<file path="src/rtl/caf_pkg.sv">
// ----------------------------------------------------------------------------
// caf_pkg
// Operation codes, flag positions and result type shared by the ALU files.
// ----------------------------------------------------------------------------
package caf_pkg;

    typedef enum logic [3:0] {
        OP_ADD   = 4'd0,
        OP_ADC   = 4'd1,
        OP_SUB   = 4'd2,
        OP_SBC   = 4'd3,
        OP_CP    = 4'd4,
        OP_AND   = 4'd5,
        OP_XOR   = 4'd6,
        OP_OR    = 4'd7,
        OP_INC8  = 4'd8,
        OP_DEC8  = 4'd9,
        OP_ADD16 = 4'd10,
        OP_ADDSP = 4'd11,
        OP_INC16 = 4'd12,
        OP_DEC16 = 4'd13
    } t_alu_op;

    // flag nibble bit positions
    localparam int unsigned FLAG_Z = 3;
    localparam int unsigned FLAG_N = 2;
    localparam int unsigned FLAG_H = 1;
    localparam int unsigned FLAG_C = 0;

    typedef struct packed {
        logic [7:0]  r8;
        logic [15:0] r16;
        logic        z;
        logic        n;
        logic        h;
        logic        c;
    } t_alu_res;

endpackage

</file>
<file path="src/rtl/cpu_alu_with_flags.sv">
// ----------------------------------------------------------------------------
// cpu_alu_with_flags
// 8-bit CPU ALU with Z/N/H/C flags, input register, logic, result register.
// ----------------------------------------------------------------------------
// A word taken into the input reg moves on to the result reg once the result stage can load.
// Throughput: one word per cycle while the receiver does not stall; the single-pass adder/flag network sets it.
// o_s_tready drops in the same cycle the receiver stalls with both stages full.
// Reset (i_rst_n low, synchronous) empties both stages; data regs not reset.
module cpu_alu_with_flags
    import caf_pkg::*;
(
    input  logic        i_clk,
    input  logic        i_rst_n,
    input  logic        i_s_tvalid,
    output logic        o_s_tready,
    // operation[3:0], acc_in[11:4], operand8[19:12], wide_left[35:20],
    // wide_right[51:36], flags_in[55:52]
    input  logic [55:0] i_s_tdata,
    output logic        o_m_tvalid,
    input  logic        i_m_tready,
    // result8[7:0], result16[23:8], zero_flag[24], subtract_flag[25],
    // half_flag[26], carry_flag[27], zero pad [31:28]
    output logic [31:0] o_m_tdata
);

    logic        r_in_valid;
    logic        n_in_valid;
    t_alu_op     r_in_op;
    logic [7:0]  r_in_acc;
    logic [7:0]  r_in_opnd;
    logic [15:0] r_in_wl;
    logic [15:0] r_in_wr;
    logic [3:0]  r_in_flags;
    logic        r_out_valid;
    logic        n_out_valid;
    t_alu_res    r_out;
    t_alu_res    core_res;
    logic        out_adv;
    logic        in_take;

    // result stage can load when empty or being drained this cycle
    assign out_adv    = !r_out_valid || i_m_tready;
    assign o_s_tready = !r_in_valid || out_adv;
    assign in_take    = i_s_tvalid && o_s_tready;

    assign n_in_valid  = in_take || (r_in_valid && !out_adv);
    assign n_out_valid = (r_in_valid && out_adv) || (r_out_valid && !i_m_tready);

    always_ff @(posedge i_clk) begin
        if (!i_rst_n) begin
            r_in_valid  <= 1'b0;
            r_out_valid <= 1'b0;
        end else begin
            r_in_valid  <= n_in_valid;
            r_out_valid <= n_out_valid;
        end
    end

    always_ff @(posedge i_clk) begin
        if (in_take) begin
            r_in_op    <= t_alu_op'(i_s_tdata[3:0]);
            r_in_acc   <= i_s_tdata[11:4];
            r_in_opnd  <= i_s_tdata[19:12];
            r_in_wl    <= i_s_tdata[35:20];
            r_in_wr    <= i_s_tdata[51:36];
            r_in_flags <= i_s_tdata[55:52];
        end
        if (r_in_valid && out_adv) begin
            r_out <= core_res;
        end
    end

    caf_core u_core (
        .i_op    (r_in_op),
        .i_acc   (r_in_acc),
        .i_opnd  (r_in_opnd),
        .i_wl    (r_in_wl),
        .i_wr    (r_in_wr),
        .i_flags (r_in_flags),
        .o_res   (core_res)
    );

    assign o_m_tvalid = r_out_valid;
    assign o_m_tdata  = {4'd0, r_out.c, r_out.h, r_out.n, r_out.z, r_out.r16, r_out.r8};

    a_rst_empty: assert property (@(posedge i_clk)
        !i_rst_n |=> (!r_in_valid && !r_out_valid))
        else $error("pipeline not empty after reset");

    a_full_stall: assert property (@(posedge i_clk) disable iff (!i_rst_n)
        (r_in_valid && r_out_valid && !i_m_tready) |-> !o_s_tready)
        else $error("input accepted while both stages are stalled");

    a_cp_keeps_acc: assert property (@(posedge i_clk) disable iff (!i_rst_n)
        (r_in_valid && out_adv && r_in_op == OP_CP) |=> (r_out.r8 == $past(r_in_acc)))
        else $error("compare changed the accumulator");

    a_byte_ops_r16: assert property (@(posedge i_clk) disable iff (!i_rst_n)
        (r_in_valid && out_adv && r_in_op < OP_ADD16) |=> (r_out.r16 == 16'd0))
        else $error("8-bit operation drove a 16-bit result");

    a_word_moves: assert property (@(posedge i_clk) disable iff (!i_rst_n)
        (r_in_valid && out_adv) |=> r_out_valid)
        else $error("computed word lost before result register");

endmodule

</file>
<file path="src/rtl/caf_core.sv">
// ----------------------------------------------------------------------------
// caf_core
// Combinational adder and flag network for one ALU operation.
// ----------------------------------------------------------------------------
module caf_core
    import caf_pkg::*;
(
    input  t_alu_op     i_op,
    input  logic [7:0]  i_acc,
    input  logic [7:0]  i_opnd,
    input  logic [15:0] i_wl,
    input  logic [15:0] i_wr,
    input  logic [3:0]  i_flags,
    output t_alu_res    o_res
);

    logic        cin;
    logic        use_c;
    logic [8:0]  add9;
    logic [4:0]  addh;
    logic [8:0]  sub9;
    logic [4:0]  subh;
    logic [7:0]  and8;
    logic [7:0]  xor8;
    logic [7:0]  or8;
    logic [7:0]  inc8;
    logic [7:0]  dec8;
    logic [16:0] add17;
    logic [12:0] add13;
    logic [15:0] sp16;
    logic [4:0]  sph;
    logic [8:0]  spc;

    assign cin   = i_flags[FLAG_C];
    assign use_c = cin & ((i_op == OP_ADC) | (i_op == OP_SBC));

    assign add9  = {1'b0, i_acc} + {1'b0, i_opnd} + {8'd0, use_c};
    assign addh  = {1'b0, i_acc[3:0]} + {1'b0, i_opnd[3:0]} + {4'd0, use_c};
    // borrow shows up in the top bit of the widened difference
    assign sub9  = {1'b0, i_acc} - {1'b0, i_opnd} - {8'd0, use_c};
    assign subh  = {1'b0, i_acc[3:0]} - {1'b0, i_opnd[3:0]} - {4'd0, use_c};
    assign and8  = i_acc & i_opnd;
    assign xor8  = i_acc ^ i_opnd;
    assign or8   = i_acc | i_opnd;
    assign inc8  = i_acc + 8'd1;
    assign dec8  = i_acc - 8'd1;
    assign add17 = {1'b0, i_wl} + {1'b0, i_wr};
    assign add13 = {1'b0, i_wl[11:0]} + {1'b0, i_wr[11:0]};
    assign sp16  = i_wl + {{8{i_opnd[7]}}, i_opnd};
    // SP+e8 flags come from unsigned low-byte carries
    assign sph   = {1'b0, i_wl[3:0]} + {1'b0, i_opnd[3:0]};
    assign spc   = {1'b0, i_wl[7:0]} + {1'b0, i_opnd};

    always_comb begin
        o_res.r8  = 8'd0;
        o_res.r16 = 16'd0;
        o_res.z   = i_flags[FLAG_Z];
        o_res.n   = i_flags[FLAG_N];
        o_res.h   = i_flags[FLAG_H];
        o_res.c   = i_flags[FLAG_C];
        case (i_op)
            OP_ADD, OP_ADC: begin
                o_res.r8 = add9[7:0];
                o_res.z  = (add9[7:0] == 8'd0);
                o_res.n  = 1'b0;
                o_res.h  = addh[4];
                o_res.c  = add9[8];
            end
            OP_SUB, OP_SBC, OP_CP: begin
                o_res.r8 = (i_op == OP_CP) ? i_acc : sub9[7:0];
                o_res.z  = (sub9[7:0] == 8'd0);
                o_res.n  = 1'b1;
                o_res.h  = subh[4];
                o_res.c  = sub9[8];
            end
            OP_AND: begin
                o_res.r8 = and8;
                o_res.z  = (and8 == 8'd0);
                o_res.n  = 1'b0;
                o_res.h  = 1'b1;
                o_res.c  = 1'b0;
            end
            OP_XOR: begin
                o_res.r8 = xor8;
                o_res.z  = (xor8 == 8'd0);
                o_res.n  = 1'b0;
                o_res.h  = 1'b0;
                o_res.c  = 1'b0;
            end
            OP_OR: begin
                o_res.r8 = or8;
                o_res.z  = (or8 == 8'd0);
                o_res.n  = 1'b0;
                o_res.h  = 1'b0;
                o_res.c  = 1'b0;
            end
            OP_INC8: begin
                o_res.r8 = inc8;
                o_res.z  = (inc8 == 8'd0);
                o_res.n  = 1'b0;
                o_res.h  = (i_acc[3:0] == 4'hF);
            end
            OP_DEC8: begin
                o_res.r8 = dec8;
                o_res.z  = (dec8 == 8'd0);
                o_res.n  = 1'b1;
                o_res.h  = (i_acc[3:0] == 4'h0);
            end
            OP_ADD16: begin
                o_res.r16 = add17[15:0];
                o_res.n   = 1'b0;
                o_res.h   = add13[12];
                o_res.c   = add17[16];
            end
            OP_ADDSP: begin
                o_res.r16 = sp16;
                o_res.z   = 1'b0;
                o_res.n   = 1'b0;
                o_res.h   = sph[4];
                o_res.c   = spc[8];
            end
            OP_INC16: begin
                o_res.r16 = i_wl + 16'd1;
            end
            OP_DEC16: begin
                o_res.r16 = i_wl - 16'd1;
            end
            default: begin
                // unassigned codes pass the accumulator, wide_left and flags through
                o_res.r8  = i_acc;
                o_res.r16 = i_wl;
            end
        endcase
    end

endmodule

</file>
<file path="config.mk">
export PLATFORM = sky130hd
export DESIGN_NAME = cpu_alu_with_flags
export DESIGN_NICKNAME = d
export VERILOG_FILES = /design/src/rtl/caf_pkg.sv /design/src/rtl/cpu_alu_with_flags.sv /design/src/rtl/caf_core.sv
export SDC_FILE = /design/constraint.sdc
export NUM_CORES = 1
export LEC_CHECK = 0
export BUFFER_PORTS_ARGS = -buffer_cell sky130_fd_sc_hd__buf_2
export CORE_ASPECT_RATIO = 0.75
export CORE_MARGIN = 2
export CORE_UTILIZATION = 40
export CTS_CLUSTER_SIZE = 24
export DETAILED_ROUTE_END_ITERATION = 10
export GPL_TIMING_DRIVEN = 0
export HOLD_SLACK_MARGIN = 0.12
export PLACE_DENSITY_LB_ADDON = 0.15
export SLEW_MARGIN = 20
export SYNTH_ARGS = -nofsm -noshare
export SYNTH_HDL_FRONTEND = slang
export SYNTH_SLANG_ARGS = --single-unit
</file>
<file path="constraint.sdc">
create_clock -name i_clk -period 10.6 [get_ports i_clk]
set_input_delay 2.12 -clock i_clk [delete_from_list [all_inputs] [get_ports i_clk]]
set_output_delay 2.12 -clock i_clk [all_outputs]
set_load 0.03 [all_outputs]
</file>
==> results.md, run 1 <==
Power and ir drop:
- The total power per unit cell area is 129 nW/µm².
- Summed over all cells, the static leakage comes to 3.24 nW.
- The peak ir drop on the vdd network is 0.0000891 V.

Route:
- The detailed-routing iteration count for the pre-antenna-repair pass is 5.
- The wire length reported by the detailed router is 21,000 µm.
- Dividing the detail-routed via count by the number of cells gives 5.79.
- The number of DRC violations after detailed-routing iteration 0 is 438.
- The detail route stage leaves a number of antenna-violating nets equal to 0.
- The routed wirelength normalized by instance count is 20.7 µm.
- Summing over every cut layer, the via total after detailed routing is 5,876.
- After detailed routing, the number of remaining DRC violations is 0.

Clock network:
- The number of post-CTS setup repair buffers is 0.
- The clock tree from TritonCTS is built.
- The number of instances resized during post-cts repair is 0.
- In this run the deepest clock path goes through 2 buffers.
- In this run, CTS created clock tree buffers numbering 9.
- After clock tree synthesis, the clock-pin slew on the worst setup and hold paths is 60 ps.
- The number of hold buffers added after CTS was 0.
- At the later pin of the worst-skew pair, clock insertion delay measures 350 ps.
- The master cell of the clock root buffer is clkbuf_16.
- The clock tree synthesis step divided the H-tree into 3 levels.
- CTS saw 86 sinks.

Floorplanning:
- The vertical die dimension is 117 µm.
- The initial utilization of the core area, before any placement, comes to 0.407.
- The die covers 18,100 µm².
- The horizontal die dimension is 155 µm.
- The I/O pin count is 94.
- The area of the core is 16,800 µm².
- The floorplan has 41 rows.

Timing:
- Static timing analysis puts the maximum clock frequency at 201 MHz.
- Dividing the final minimum period by the clock period gives 0.470.
- Setup violations remaining at the end of the flow were counted as 0.
- The final max-slew violation count is 0.
- The final count of hold timing violations was 0.
- Clock skew on the completed layout was measured at 8.52 ps.
- The tightest slew margin relative to the limit is 0.504.
- The summed negative setup slack over all endpoints is 0 ps.
- Counting I/O delays and the setup requirement, the final critical path takes 4980 ps.
- In the post-route analysis, the smallest setup slack over all paths is 5620 ps.
- The actual slew at the worst max-slew pin is 744 ps.
- Setup repair after global routing left no endpoint under its margin.

Critical path:
- STA classifies the critical path startpoint as an input port.
- The cell with the largest stage delay on the worst path is nor2b_1.
- The kind of cell adding the most delay to the critical path is simple AND/OR/NAND/NOR gates.
- The element type at the critical path end is an output port.
- For the worst setup path, the data required time is 8480 ps.
- At the worst endpoint, the arrival time is 2860 ps.
- The category of the most critical setup path is in -> out.
- The number of buffer and inverter stages on the critical path is 2.
- The critical path goes through buf_2 > nor2b_1 > nand2_1 > buf_2.
- The most used cell along the critical path is buf_2.
- The critical path's largest stage delay is 310 ps.
- The peak fanout along the critical path is 4.

Status:
- The run finished with clean final reports.

Finish:
- For this run, the post-layout net count is 935.
- With fillers left out, the area of the finished cells amounts to 7860 µm².
- The library cell used most frequently in the layout, excluding fill and tap cells, is buf_2.
- Compared with the post-synthesis result, the final layout area differs by 15.3%.
- Of the cells placed in the final design, the portion with a size suffix greater than 1 is 0.163.
- In the layout the commonest cells are buf_2 (92), edfxtp_1 (84), ha_1 (75).
- The final core utilization is 0.469.
- 0 antenna diodes ended up in the layout.

Placement:
- Timing analysis after detailed placement gives a worst setup slack of 5630 ps.
- The congestion estimate from routability-driven global placement came to 0.966.
- The post-DP HPWL is 16,600 µm.
- Summing all placed instances gives a cell area of 7580 µm².
- During placement, the flow inserted port buffers numbering 89.

Synthesis:
- The complex-gate fraction of the synthesized area is 0.222.
- The share of the Yosys chip area taken by registers is 0.376.
- The number of distinct library cells after synthesis is 66.
- edfxtp_1 takes more of the synthesized area than any other cell.
- The fraction of synthesized area in multiplexers is 0.0136.
- The Yosys step of the flow raised 0 warnings.
- Of the total synthesized cell area, the portion taken by XOR and XNOR cells is 0.0629.
- Counting flops with a built-in enable in the synthesized netlist gives 84.
- The synthesized design contains 86 register bits.
- In the post-synthesis netlist, the biggest area contributors are edfxtp_1 (37%), ha_1 (14%), xnor2_1 (4.4%).
- The share of synthesized cell area in full adder, half adder and majority cells is 0.155.
- The largest family of logic cells by synthesized area is compound AO/OA/AOI/OAI gates.
- The synthesized area per cell is 9.89 µm².
- The async set-reset flop share out of synthesis is 0.
- Of the total synthesized cell area, the portion taken by AND, OR, NAND and NOR gates is 0.124.
- The most used flip-flop cell after synthesis is edfxtp_1.
- Synthesis produced 690 cells.
- The top-area cell type share of the netlist area is 0.370.
- The mapped netlist covers 6820 µm².

GRT:
- For this run, the total global-route usage over all layers was measured as 0.239.
- Entering global routing, the biggest net connects 57 pins.
- The number of antenna violations at the first check in global routing was 0.
- For this run the aggregate overflow at the end of global routing stands at 0.
- The first-pass GRT wire length is 32,500 µm.
- The via count of the first global-routing pass was 5,473.

Flow run:
- The tool flagged a number of max-cap violations equal to 0.

Hold path:
- The tightest min-delay check is of the reg -> reg type.
==> cells in the mapped netlist, types with 8 or more instances <==
library cell and instances:
a22oi_1 18, nand3_1 18, o21ai_0 47, xor2_1 15, nor3_1 11, inv_1 42
xnor2_1 34, o22ai_1 8, edfxtp_1 84, a21oi_1 54, nor2_1 30, nand2_1 34
a211oi_1 10, and2_1 9, nor2b_1 11, clkbuf_1 26, ha_1 75, nand4_1 11
a21o_1 22, nand2b_1 9
==> logic make-up (layout without fill, tap and decap cells) <==
kind of cell	after synthesis	in the layout
buffers and inverters	78	184
adder cells (fa/ha/maj)	81	81
multiplexers	8	8
other	1	4
flip-flops	86	86
AND/OR/NAND/NOR	163	163
XOR/XNOR	49	49
AO/OA/AOI/OAI	224	224
==> power breakdown <==
part           switching, mW  total, mW  internal [mW]
logic                  0.184      0.300          0.116
clock network          0.132      0.298          0.166
registers             0.0182      0.418          0.400
==> flip-flops by register name (all words and copies together) (netlist names) <==
| register | count |
|---|---|
| r_in_wl | 16 |
| r_in_flags | 4 |
| r_in_wr | 16 |
| r_in_opnd | 8 |
| o_m_tdata | 28 |
| r_in_acc | 8 |
| r_in_valid | 1 |
| o_m_tvalid | 1 |
| r_in_op | 4 |
==> area by class of cell <==
type / instances / area (µm²)
timing repair buffer: 90 / 465
buffer: 35 / 150
fill: 1581 / 8910
clock inverter: 6 / 46.3
clock buffer: 10 / 239
sequential: 86 / 2560
tap: 215 / 269
inverter: 43 / 161
multi-input combinational: 529 / 3970
==> per-stage QoR <==
stage                     total power, mW  cells  hold WS [ps]
after floorplan                     0.633    693           477
after global placement              0.716    997           483
after detailed placement            0.719    998           510
after CTS                            1.03   1014           527
after global routing                 1.07   1014           575
final                                1.02   1014           525
==> path summary, 6_finish.rpt <==
kind | start | to | slack (ps) | cells after the start
max reg2reg | r_in_op[1]$_DFFE_PP_ | o_m_tdata[22]$_DFFE_PP_ | 5830 | 15
min | r_in_valid$_SDFF_PN0_ | o_m_tvalid$_SDFF_PN0_ | 520 | 1
max | i_m_tready | o_s_tready | 5620 | 4
min reg2reg | r_in_valid$_SDFF_PN0_ | o_m_tvalid$_SDFF_PN0_ | 520 | 1
==> routing by layer <==
metal  vias to the layer above  part of all wire  GRT usage
met5                         -                 0          0
met4                         0             0.012     0.0556
met3                        20             0.091     0.0615
met2                       256              0.37      0.315
met1                      2807              0.53      0.383
li1                       2793                 -          -
(Power assumes the default switching activity.)
==> run 2, diff against run 1 <==
clock period = 4.3 ns   (was 10.6 ns; I/O delays follow)
==> run 2 against run 1 <==
Sequential power increased by 150%. Die area unchanged. Via count fell by 0.34%. Non-clock buffer count up 1. Count of clock-buffer cells in the layout unchanged. Setup slack lost 5400 ps. Final cell count barely moved. Core utilization up 0.14 points. Clock skew about the same. Hold slack about the same. Register-to-register slack got worse by 5600 ps.
==> results.md, run 2 (synthesis results as in run 1) <==
Hold path:
- The path category of the worst min-delay check is reg -> reg.
- For hold timing, the worst endpoint is o_m_tvalid$_SDFF_PN0_.
- The number of cells on the worst hold path is 1 (unchanged).
- The startpoint identified for the worst hold timing path is r_in_valid$_SDFF_PN0_.

Clock network:
- The deepest clock path buffer count is 2 (unchanged).
- The clock transition time at the flip-flop clock pins of the worst setup and hold paths is 60 ps (about the same).
- The insertion delay of the later-clocked pin in the worst-skew pair is 350 ps (about the same).
- The total clock buffers created by CTS is 9 (unchanged).
- TritonCTS built the clock tree.
- Clock tree synthesis selected as its root buffer the cell clkbuf_16.
- The count of clock tree sinks is 86 (unchanged).
- The number of H-tree levels is 3 (unchanged).
- The number of buffers inserted for hold repair after clock tree synthesis is 0 (unchanged).

Finish:
- The number of standard cells in the layout, taps in and fillers out is 1,015 (+0.099%).
- The ratio of cells with drive above 1 in the final layout is 0.173 (+0.00980).
- The flip-flop count of the largest register after layout is 28 (unchanged).
- In the layout the commonest cells are buf_2 (92), edfxtp_1 (84), ha_1 (75).
- The area taken by flip-flops and latches is 2560 µm² (unchanged).
- The area added between synthesis and finish is 15.6%.
- The combined area of the multi-input logic cells came to 3970 µm² (about the same).
- The final cell area excluding filler cells was 7890 µm² (+0.30%).
- The count of nets after finishing is 936 (+0.11%).
- The most common cell after layout, fill and taps aside is buf_2.
- The final-layout fill cell count is 1,588 (+0.44%).
- The number of antenna diodes is 0 (unchanged).

Timing:
- The final max-slew violation count was 0 (unchanged).
- Static timing analysis puts the maximum clock frequency at 248 MHz.
- The period utilization is 0.939.
- Setup repair after global routing left no endpoint under its margin.
- The number of failing setup endpoints in the final timing report is 0 (unchanged).
- The tightest slew margin relative to the limit is 0.500 (-0.00375).
- The worst setup skew after layout is 8.49 ps (-0.0323 ps).
- The actual slew at the worst max-slew pin came to 744 ps (+0.627 ps).
- The final setup slack of the worst path is 263 ps (-5360 ps).
- The final count of hold timing violations is 0 (unchanged).
- The routed design could run at a clock period as short as 4040 ps.

Flow run:
- The number of max-cap violations is 0 (unchanged).

Placement:
- The number of buffers added on ports is 89 (unchanged).
- The placed instance area is 7580 µm² (unchanged).
- The post-DP HPWL came to 16,600 µm (unchanged).
- The number of placed instances with taps included is 998 (unchanged).
- The placer's final routability congestion estimate was 0.966 (unchanged).
- The placement-stage worst setup slack is -350 ps (-5980 ps).

Status:
- The flow ran to the end, and the final reports show no timing, DRC or antenna violations.

Floorplanning:
- The starting utilization of the core area was 0.407 (unchanged).
- The full die area is 18,100 µm² (unchanged).
- The horizontal die dimension is 155 µm (unchanged).
- The number of placement rows is 41 (unchanged).
- The area of the core is 16,800 µm² (unchanged).
- The I/O pin count is 94 (unchanged).
- The vertical die dimension came to 117 µm (unchanged).

Critical path:
- The logic depth of the worst register-to-register path was 14 (-1).
- The critical path required time is 4520 ps (-3960 ps).
- The reg-to-reg setup timing slack is 260 ps (-5570 ps).
- STA classifies the critical path endpoint as a flop.
- The startpoint of the worst register-to-register path is r_in_op[2]$_DFFE_PP_.
- The signal arrival time at the worst endpoint came to 4250 ps (+1390 ps).
- The capture point of the worst reg-to-reg path is o_m_tdata[24]$_DFFE_PP_.
- The peak fanout along the critical path is 10 (+6).
- The worst setup path is of the reg -> reg kind.
- The kind of start point of the critical path is a flop.

Route:
- The wire length reported by the detailed router came to 20,900 µm (-0.72%).
- The number of DRC violations after detailed-routing iteration 0 is 414 (-5.5%).
- The number of DRC violations after detailed routing was 0 (unchanged).
- The remaining antenna violation count is 0 (unchanged).
- The count of vias placed by the detailed router was 5,856 (-0.34%).
- The routed wirelength normalized by instance count is 20.6 µm (-0.82%).
- The number of vias per cell is 5.77 (-0.44%).
- The detailed-routing iteration count for the pre-antenna-repair pass came to 6 (+1).

GRT:
- The first-pass GRT wire length came to 32,500 µm (-0.15%).
- The final global-route overflow total is 0 (unchanged).
- The total track usage is 0.239 (-0.000404).
- The number of antenna violations at the first check in global routing is 0 (unchanged).
- The via count of the first global-routing pass came to 5,472 (-0.018%).
- The pin count of the biggest net entering global routing was 57 (unchanged).

Power and ir drop:
- The total power per unit cell area is 318 nW/µm² (+150%).
- The post-layout total power is 2.51 mW (+150%).
- The peak ir drop on the vdd network is 0.000219 V (+150%).
- The cell leakage power was 3.26 nW (+0.77%).
## run 2: changes by cell type in the layout (fill, tap and decap cells not counted), sizes merged
cell,delta
buf,+1
## run 2: metrics by stage
stage,hold WS (ps),util,TNS [ps]
after detailed placement,510,0.452,-541
after floorplan,477,-,0
after global placement,483,0.450,-714
after CTS,527,0.469,0
final,525,0.470,0
after global routing,575,0.470,0
## run 2: worst max-delay path by stage
stage / start / endpoint / slack [ps]
floorplan: r_in_op[1]$_DFFE_PP_ / o_m_tdata[22]$_DFFE_PP_ / 720
global placement: r_in_op[1]$_DFFE_PP_ / o_m_tdata[22]$_DFFE_PP_ / -410
detailed placement: r_in_op[1]$_DFFE_PP_ / o_m_tdata[22]$_DFFE_PP_ / -350
CTS: r_in_op[3]$_DFFE_PP_ / o_m_tdata[24]$_DFFE_PP_ / 10
global route: r_in_op[2]$_DFFE_PP_ / o_m_tdata[22]$_DFFE_PP_ / 5
finish: r_in_op[2]$_DFFE_PP_ / o_m_tdata[24]$_DFFE_PP_ / 260
## run 2: routing by layer
metal,global-route usage,share of wire,vias to the layer above
met5,0,0,-
met4,0.0556,0.013,0
met3,0.0608,0.092,19
met2,0.313,0.37,237
met1,0.383,0.53,2795
li1,-,-,2805
## run 2: timing repair
action / in CTS / in global routing
pin swaps: 1 / 0
setup buffers: 1 / 2
endpoints found under the setup margin: 3 / 9
gates resized for setup: 2 / 8
## run 2: area by class of cell
| type | count | share of cell area |
|---|---|---|
| inverters | 43 | 0.0205 |
| flip-flops and latches | 86 | 0.325 |
| plain buffers | 33 | 0.0187 |
| multi-input cells | 529 | 0.504 |
| clock buffers | 10 | 0.0303 |
| well taps | 215 | 0.0341 |
| repair buffers | 93 | 0.0619 |
| clock inverters | 6 | 0.00587 |
## run 2: where the power goes
| group | internal [mW] | total, mW | switching [mW] |
|---|---|---|---|
| sequential | 0.986 | 1.03 | 0.0442 |
| clock | 0.410 | 0.739 | 0.329 |
| combinational | 0.290 | 0.741 | 0.452 |
| total | 1.69 | 2.51 | 0.825 |
## run 2: critical path, stage by stage (launching register included)
cell and delay, ps:
edfxtp_1 480, clkbuf_2 290, clkbuf_2 290, nor2_1 110
nand3_1 160, inv_1 70, fa_1 430, fa_1 460
a21o_1 200, a21oi_1 330, o21bai_1 100, a21oi_1 190
xnor2_1 120, o41ai_1 530, a41o_1 150
==> run 3, diff against run 2 <==
CTS_CLUSTER_SIZE = 10   (was 24)
clock period = 3.51 ns   (was 4.3 ns; I/O delays follow)
==> run 3 against run 2 <==
Hold slack about the same. Register-to-register slack lost 140 ps. Critical path depth stayed put. Via count grew 0.46%. Total power increased by 27%. Setup slack worse by 140 ps. Non-clock buffer count up 20. Clock power grew 30%.
==> results.md, run 3 (synthesis results as in run 1) <==
Status:
- The flow ran to the end, and the final reports show no timing, DRC or antenna violations.

Clock network:
- TritonCTS built the clock tree.
- The number of buffers inserted for hold repair after clock tree synthesis is 0 (unchanged).
- The total clock buffers created by CTS is 9 (unchanged).
- The insertion delay of the later-clocked pin in the worst-skew pair came to 350 ps (about the same).
- The master cell of the clock root buffer is clkbuf_16.
- The number of H-tree levels is 3 (unchanged).
- The deepest clock path buffer count was 2 (unchanged).
- The clock transition time at the flip-flop clock pins of the worst setup and hold paths is 70 ps (about the same).
- The count of clock tree sinks is 86 (unchanged).

Timing:
- The final setup slack of the worst path was 126 ps (-137 ps).
- The worst setup skew after layout came to 11.9 ps (+3.45 ps).
- The number of failing setup endpoints in the final timing report came to 0 (unchanged).
- The maximum clock frequency is 296 MHz (+19%).
- The tightest slew margin relative to the limit is 0.503 (+0.00229).
- The final count of hold timing violations was 0 (unchanged).
- The period utilization came to 0.964 (+0.0252).
- The final critical path time including I/O delays and setup came to 3380 ps (-653 ps).
- The final max-slew violation count is 0 (unchanged).
- The actual slew at the worst max-slew pin came to 746 ps (+1.55 ps).

Placement:
- The number of placed instances with taps included was 998 (unchanged).
- The number of buffers added on ports is 89 (unchanged).
- The placed instance area came to 7590 µm² (+0.15%).
- The post-DP HPWL is 16,600 µm (about the same).
- The placer's final routability congestion estimate is 0.974 (+0.90%).
- The placement-stage worst setup slack is -911 ps (-561 ps).

Critical path:
- STA classifies the critical path endpoint as a flop.
- The critical path's largest stage delay is 400 ps (-130 ps).
- The critical path required time is 3600 ps (-920 ps).
- The number of buffer and inverter stages on the critical path is 3 (unchanged).
- The most used cell along the critical path is o21ai_4.
- The signal arrival time at the worst endpoint is 3470 ps (-780 ps).
- The peak fanout along the critical path came to 10 (unchanged).
- The kind of cell adding the most delay to the critical path is compound AO/OA/AOI/OAI gates.
- The critical path goes through buf_6 > clkbuf_8 > nand2_2 > o21ai_4 > ha_2 > inv_1 > fa_2 > a21o_1 > a21oi_4 > o21ai_4 > a221oi_4 > o21bai_1 > xor2_1 > a221o_1.
- Among all stages on the critical path, the largest delay is contributed by edfxtp_1.
- STA classifies the critical path startpoint as a flop.
- The category of the most critical setup path is reg -> reg.

Finish:
- The flip-flop count of the largest register after layout is 28 (unchanged).
- The final core utilization was 0.490 (+0.0201).
- The count of nets after finishing is 956 (+2.1%).
- The ratio of cells with drive above 1 in the final layout came to 0.227 (+0.0543).
- The most common cell after layout, fill and taps aside is buf_2.
- The final cell area excluding filler cells is 8220 µm² (+4.3%).
- The number of standard cells in the layout, taps in and fillers out is 1,036 (+2.1%).
- The area added between synthesis and finish is 20.5%.
- The library cells used most frequently in the layout, excluding fill and tap cells, are buf_2 (91), edfxtp_1 (84), ha_1 (74).

Power and ir drop:
- The cell leakage power is 3.40 nW (+4.1%).
- The peak ir drop on the vdd network was 0.000272 V (+24%).
- The total power per unit cell area is 389 nW/µm² (+22%).

Hold path:
- The path category of the worst min-delay check is in -> reg.

Floorplanning:
- The full die area is 18,100 µm² (unchanged).
- The horizontal die dimension is 155 µm (unchanged).
- The number of placement rows was 41 (unchanged).
- The area of the core is 16,800 µm² (unchanged).
- The starting utilization of the core area is 0.407 (unchanged).
- The vertical die dimension is 117 µm (unchanged).
- The I/O pin count is 94 (unchanged).

GRT:
- The via count of the first global-routing pass came to 5,345 (-2.3%).
- The first-pass GRT wire length was 31,700 µm (-2.4%).
- The total track usage is 0.235 (-0.00411).
- The number of antenna violations at the first check in global routing is 0 (unchanged).
- The pin count of the biggest net entering global routing is 57 (unchanged).
- The final global-route overflow total came to 0 (unchanged).

Route:
- The detailed-routing iteration count for the pre-antenna-repair pass is 5 (-1).
- The wire length reported by the detailed router is 21,100 µm (+1.0%).
- The remaining antenna violation count is 0 (unchanged).
- The number of DRC violations after detailed-routing iteration 0 is 470 (+14%).
- The number of DRC violations after detailed routing is 0 (unchanged).
- The number of vias per cell is 5.68 (-1.6%).
- The count of vias placed by the detailed router is 5,883 (+0.46%).
- The routed wirelength normalized by instance count was 20.4 µm (-1.0%).

Flow run:
- The number of max-cap violations came to 0 (unchanged).
run 3: area by class of cell:
class | count | area (µm²)
fill | 1568 | 8550
multi-input combinational | 529 | 4080
sequential | 86 | 2560
timing repair buffer | 116 | 661
tap | 215 | 269
clock buffer | 11 | 243
buffer | 30 | 188
inverter | 43 | 161
clock inverter | 5 | 58.8
antenna | 1 | 2.50
run 3: final timing paths:
path	start	end	slack [ps]	cells after the start
worst max register to register	r_in_op[3]$_DFFE_PP_	o_m_tdata[22]$_DFFE_PP_	130	14
worst max-delay path	r_in_op[3]$_DFFE_PP_	o_m_tdata[22]$_DFFE_PP_	130	14
worst min register to register	r_in_valid$_SDFF_PN0_	o_m_tvalid$_SDFF_PN0_	540	1
worst min-delay path	i_s_tdata[38]	r_in_wr[2]$_DFFE_PP_	520	1
run 3: repair_timing:
item / CTS / global route
setup endpoints to repair: 19 / 10
setup buffers: 10 / 16
pin swaps: 2 / 14
resized for setup: 36 / 24
run 3: per-layer routing:
metal	global-route usage	vias to the layer above	share of wire
met1	0.383	2793	0.53
li1	-	2843	-
met4	0.0414	0	0.0064
met3	0.0563	9	0.090
met2	0.309	238	0.37
met5	0	-	0
run 3: where the power goes:
group	total [mW]	internal [mW]	switching, mW	leakage [nW]
logic	0.980	0.396	0.584	2.42
clock network	0.964	0.571	0.393	0.142
registers	1.26	1.21	0.0482	0.829
run 3: per-stage QoR:
stage / hold WS [ps] / power (mW) / setup TNS [ps]
CTS: 514 / 3.19 / 0
global route: 510 / 3.37 / -40.8
global placement: 483 / 2.17 / -9000
finish: 525 / 3.20 / 0
floorplan: 477 / 1.91 / 0
detailed placement: 519 / 2.18 / -7720
